--- src/design/lzss_ring_decompressor_defines.svh ---
// Assertion macros shared by the LZSS ring decompressor RTL.
// Expects i_clk and i_rst_n in the scope of each use.
`ifndef LZSS_RING_DECOMPRESSOR_DEFINES_SVH
`define LZSS_RING_DECOMPRESSOR_DEFINES_SVH

// Antecedent holds in this cycle, consequent holds in the same cycle.
`define LZSD_ASSERT_IMP(label, ante, cons, msg) \
    label: assert property (@(posedge i_clk) disable iff (!i_rst_n) \
        (ante) |-> (cons)) else $error(msg);

// Antecedent holds in this cycle, consequent holds in the next cycle.
`define LZSD_ASSERT_NEXT(label, ante, cons, msg) \
    label: assert property (@(posedge i_clk) disable iff (!i_rst_n) \
        (ante) |=> (cons)) else $error(msg);

`endif

--- src/design/lzsd_pkg.sv ---
// Package for the LZSS ring decompressor: ring geometry, pointer types
// and the status struct passed from the ring unit. No dependencies.
`default_nettype none

package lzsd_pkg;

    localparam int RING_DEPTH = 4096;
    localparam int RING_AW    = $clog2(RING_DEPTH);
    localparam int MAX_MATCH  = 18;
    localparam int MATCH_BIAS = 2;
    localparam int RUN_W      = $clog2(MAX_MATCH + 1);

    typedef logic [RING_AW-1:0] t_ring_addr;
    typedef logic [RING_AW:0]   t_ring_cnt;
    typedef logic [RUN_W-1:0]   t_run_len;
    typedef logic [15:0]        t_flags;

    // Upper half of a freshly loaded flag word marks eight tokens pending
    localparam logic [7:0] FLAG_MARK = 8'hFF;

    typedef struct packed {
        t_ring_addr wp;
        t_ring_cnt  cnt;
    } t_ring_ptr;

    typedef struct packed {
        logic      hit;
        t_ring_ptr nxt;
    } t_ring_step;

    localparam t_ring_addr START_PTR      = t_ring_addr'(RING_DEPTH - MAX_MATCH);
    localparam t_ring_ptr  RING_PTR_RESET = '{wp: START_PTR, cnt: '0};

endpackage

`default_nettype wire

--- src/design/lzsd_ring_unit.sv ---
// Ring bookkeeping unit: written-entry check for a read address and
// the advanced write pointer and fill count. Depends on lzsd_pkg.
`default_nettype none

module lzsd_ring_unit (
    input  wire lzsd_pkg::t_ring_ptr  i_ptr,
    input  wire lzsd_pkg::t_ring_addr i_src,
    output lzsd_pkg::t_ring_step      o_step
);

    import lzsd_pkg::*;

    t_ring_addr back;

    // Distance behind the write pointer, modulo the ring size
    assign back = i_ptr.wp - t_ring_addr'(1) - i_src;

    // Entry is live when it lies within the entries written this stream
    assign o_step.hit = ({1'b0, back} < i_ptr.cnt);

    // Advance pointer, saturate the count at the ring size
    assign o_step.nxt.wp  = i_ptr.wp + t_ring_addr'(1);
    assign o_step.nxt.cnt = (i_ptr.cnt == t_ring_cnt'(RING_DEPTH)) ?
                            i_ptr.cnt : i_ptr.cnt + t_ring_cnt'(1);

endmodule

`default_nettype wire

--- config.mk ---
export PLATFORM = sky130hd
export DESIGN_NAME = lzsd_ring_unit
export DESIGN_NICKNAME = d
export VERILOG_FILES = /design/src/design/lzss_ring_decompressor_defines.svh /design/src/design/lzsd_pkg.sv /design/src/design/lzsd_ring_unit.sv
export SDC_FILE = /design/constraint.sdc
export NUM_CORES = 1
export LEC_CHECK = 0
export ABC_CLOCK_PERIOD_IN_PS = 4700
export BUFFER_PORTS_ARGS = -buffer_cell sky130_fd_sc_hd__buf_2
export CAP_MARGIN = 20
export CORE_MARGIN = 10
export CORE_UTILIZATION = 52
export DETAILED_ROUTE_END_ITERATION = 8
export GPL_ROUTABILITY_DRIVEN = 0
export PLACE_DENSITY = 0.95
export SYNTH_ARGS = -nofsm -noshare
export SYNTH_HDL_FRONTEND = slang
export SYNTH_SLANG_ARGS = --single-unit
--- constraint.sdc ---
create_clock -name vclk -period 4.7
set_input_delay 0.235 -clock vclk [all_inputs]
set_output_delay 0.235 -clock vclk [all_outputs]
set_load 0.02 [all_outputs]
# Word level (Yosys, flattened, before mapping)
# Index checks and enable logic that the tools add are counted.
[totals]
register_bits = 0
in_bits = 37
elab_cells = 7
[classes]
add_sub_neg = 4
n_lt_le_gt_ge = 1
eq_ne = 1
mux = 1
[ops]
columns = ["op", "count"]
rows = [
  ["$add 13x1->13 const B", 1],
  ["$eq 13x13->1 const B", 1],
  ["$lt 12x13->1", 1],
  ["$mux 13", 1],
  ["$add 12x1->12 const B", 1],
  ["$sub 12x1->12 const B", 1],
  ["$sub 12x12->12", 1],
]

# Logic depth before layout (Yosys ltp)
[depth]
depth_word = 3
ltp_mapped = 15
ltp_nobuf = 15

# Least setup slack after synthesis
# No wires, ideal clock.
[synth_timing]
path_type = "input -> output"
from = "in i_src[0]"
to = "out o_step[25] in the netlist's numbering"
t_arrival_ns = 2.478
required_ns = 4.465
slack_ns = 1.987
cell_stages = 15
n_path_buf = 0
path_cell_list = "inv_1 ha_1 inv_1 fa_1 nor2b_1 o31a_1 o21a_1 nor2_1 xnor2_1 ha_1 a21oi_1 nor2_1 a211oi_1 o22ai_1 nor2_1"
[synth_rtl]
columns = ["item", "line", "source"]
rows = [
  ["start, declared", "lzsd_ring_unit.sv:7", "input wire lzsd_pkg::t_ring_addr i_src,"],
  ["end, declared", "lzsd_ring_unit.sv:8", "output lzsd_pkg::t_ring_step o_step"],
]

==> qor_table.md <==
| Result | Reported | Unit |
|:---|:---|:---|
| Number of antenna violations at the first check in global routing | 0 | - |
| Clock Buffer Count | 0 | - |
| Hold path startpoint | i_ptr[24] | - |
| Max rail drop VDD | 0.0000769 | V |
| Count of maximum capacitance violations | 0 | - |
| Tmin final | 3.03 | ns |
| Netlist area before placement | 1200 | µm² |
| Storage element area | 0 | µm² |
| Endpoints failing setup | 0 | - |
| Grt ovf | 0 | - |
| Tightest slew margin relative to the limit | 75.5 | % |
| Synth warn | 0 | - |
| Share of the yosys chip area belonging to registers | 0 | % |
| Number of vias per cell after detailed routing | 5.19 | - |
| Post CTS Setup Buffer Count | 0 | - |
| Pin count of the biggest net entering global routing | 8 | - |
| Dominant cells by area after synthesis | ha_1, xnor2_1, inv_1, nand3_1, xor2_1 | - |
| DRT Pass-1 Iters | 4 | - |
| Worst path most repeated cell | nor2_1 | - |
| Port Buf Inserts | 63 | - |
| Count of hold-fix buffers inserted at cts | 0 | - |
| Filler cell count | 211 | - |
| Highest-delay cell along the critical path | fa_1 | - |
| Relative contribution of sequential cells to total power | 0 | % |
| Most frequent cells in the layout | buf_2, inv_1, ha_1 | - |
| CP top delay family | adder cells | - |
| Remaining DRCs | 0 | - |
| Clk network pwr share | 0 | % |
| Static leakage | 0.828 | nW |
| Sum of internal, switching and leakage power | 0.000195 | W |
| Unrepaired setup endpoints after global routing | false | - |
| Final critical-path share of the clock period | 64.4 | % |
| Antenna-violating nets left | 0 | - |
| Biggest fanout along the worst timing path | 6 | - |
| Initial standard-cell utilization of the core | 54.4 | % |
| Type of the most critical hold path | in -> out | - |
| Worst Tran Pin Value | 0.366 | ns |
| WP data arrival | 2.79 | ns |
| Required time at the worst-slack endpoint | 4.47 | ns |
| Drt first-iter violations | 48 | - |
| Via count of the first global-routing pass | 1,258 | - |
| Slowest Stage Delay on Critical Path | 0.39 | ns |
| Count of buffering cells on the critical path with inverters included | 3 | - |
| ANT cells | 0 | - |
| Net count of the finished layout | 299 | - |
| Die Y-Extent | 68.1 | µm |
| NetSw | 0.000110 | W |
| Count of endpoints failing hold in the final timing report | 0 | - |
| Mapped Cells | 172 | - |
| Routed vias | 1,359 | - |
| Part of the power in combinational logic | 100.0 | % |
| Boundary Pins | 63 | - |
| Kind of critical path | in -> out | - |
| # resized after CTS | 0 | - |
| Share of Yosys cell area claimed by the top area cell type | 26.0 | % |
| Wire length of the first global-routing pass | 5.07 | mm |
| Die area | 4640 | µm² |
| Peak clock frequency supported by timing | 330 | MHz |
| Cells along the critical path | buf_2, ha_1, inv_1, fa_1, nor2b_1, o31a_1, nor2_1, o21ai_0, xor2_1, ha_1, nand2_1, nor2_1, a211oi_1, o22ai_1, nor2_1, buf_2 | - |
| Standard-cell row count | 17 | - |
| Sum of net half-perimeters after detailed placement | 2.94 | mm |
| Post-Syn Area per Cell | 6.99 | µm² |
| Critical path capture point type | output port | - |
| Fraction of layout cells with a size suffix above 1 | 27.8 | % |
| Unique cell type count in the Yosys netlist | 32 | - |
| WL final | 3.24 | mm |
| Syn nets | 235 | - |
| Seq cells | 0 | - |
| Final slew viol count | 0 | - |
| Fraction of power spent switching nets | 56.6 | % |
| GRT Util Overall | 12.6 | % |
| Synthesis-to-layout area growth | 28.8 | % |
| Summed negative setup slack over all endpoints | 0 | ns |
| Power density over cell area | 126 | nW/µm² |
| Worst setup startpoint | i_ptr[13] | - |
| Library cell occupying the most area in the post-synthesis netlist | ha_1 | - |
| Routed wire length per instance | 12.4 | µm |
| Floorplan die width | 68.1 | µm |
| Leading cell type in the layout, fill and taps excluded | buf_2 | - |
| Run status | completed | - |
| Placeable core area | 2210 | µm² |
| Internal portion of total power | 0.0000847 | W |
| Critical Path Source Type | input pin | - |
worst paths after layout:
check,endpoint,slack [ns],cells past startpoint
max,o_step[25],1.67,16
min,o_step[24],0.78,3
power groups by stage:
stage	logic [W]	clock network, W	registers, W
2_1_floorplan	0.000134	0	0
3_5_place_dp	0.000196	0	0
6_report	0.000195	0	0
4_1_cts	0.000197	0	0
5_1_grt	0.000220	0	0
3_3_place_gp	0.000190	0	0
layer usage:
metal  vias to the layer above  wire length, µm  global-route usage (%)  share of wire, %
met1                       569             1390                    15.6                43
li1                        723                -                       -                 -
met5                         -                0                       0                 0
met4                         0                0                       0                 0
met2                        67             1430                    22.2                44
met3                         0              421                    3.92                13
cells in the mapped netlist, types with 3 or more instances:
library cell and n:
a21oi_1 8, and3_1 3, ha_1 25, inv_1 28, nand2_1 11, nand3_1 15
nand4_1 6, nor2_1 12, o21ai_0 4, xnor2_1 24, xor2_1 8
logic make-up after synthesis:
family / count (synthesis) / synth area share (%)
and+or+nand+nor: 57 / 23.9
xor gates and xnor gates: 32 / 23.3
buffers and inverters: 29 / 9.05
AOI/OAI and AO/OA: 28 / 16.0
adders and majority gates: 26 / 27.7
per-stage QoR:
stage | setup slack, ns | utilization (%) | std cells | hold WS, ns | instance area [µm²]
finish | 1.67 | 70.0 | 262 | 0.784 | 1550
global route | 1.42 | 70.0 | 262 | 0.804 | 1550
CTS | 1.67 | 70.0 | 262 | 0.788 | 1550
detailed placement | 1.66 | 70.0 | 262 | 0.788 | 1550
global placement | 1.81 | 70.0 | 262 | 0.784 | 1550
floorplan | 1.99 | - | 172 | 0.547 | 1200
final cells by class:
type | count | area [µm²] | share of cell area, %
Multi-Input combinational cell | 143 | 1090 | 70.6
Timing Repair Buffer | 63 | 315 | 20.4
Inverter | 28 | 105 | 6.79
Tap cell | 28 | 35.0 | 2.26
No activity file was read; power rests on OpenSTA's default activity.
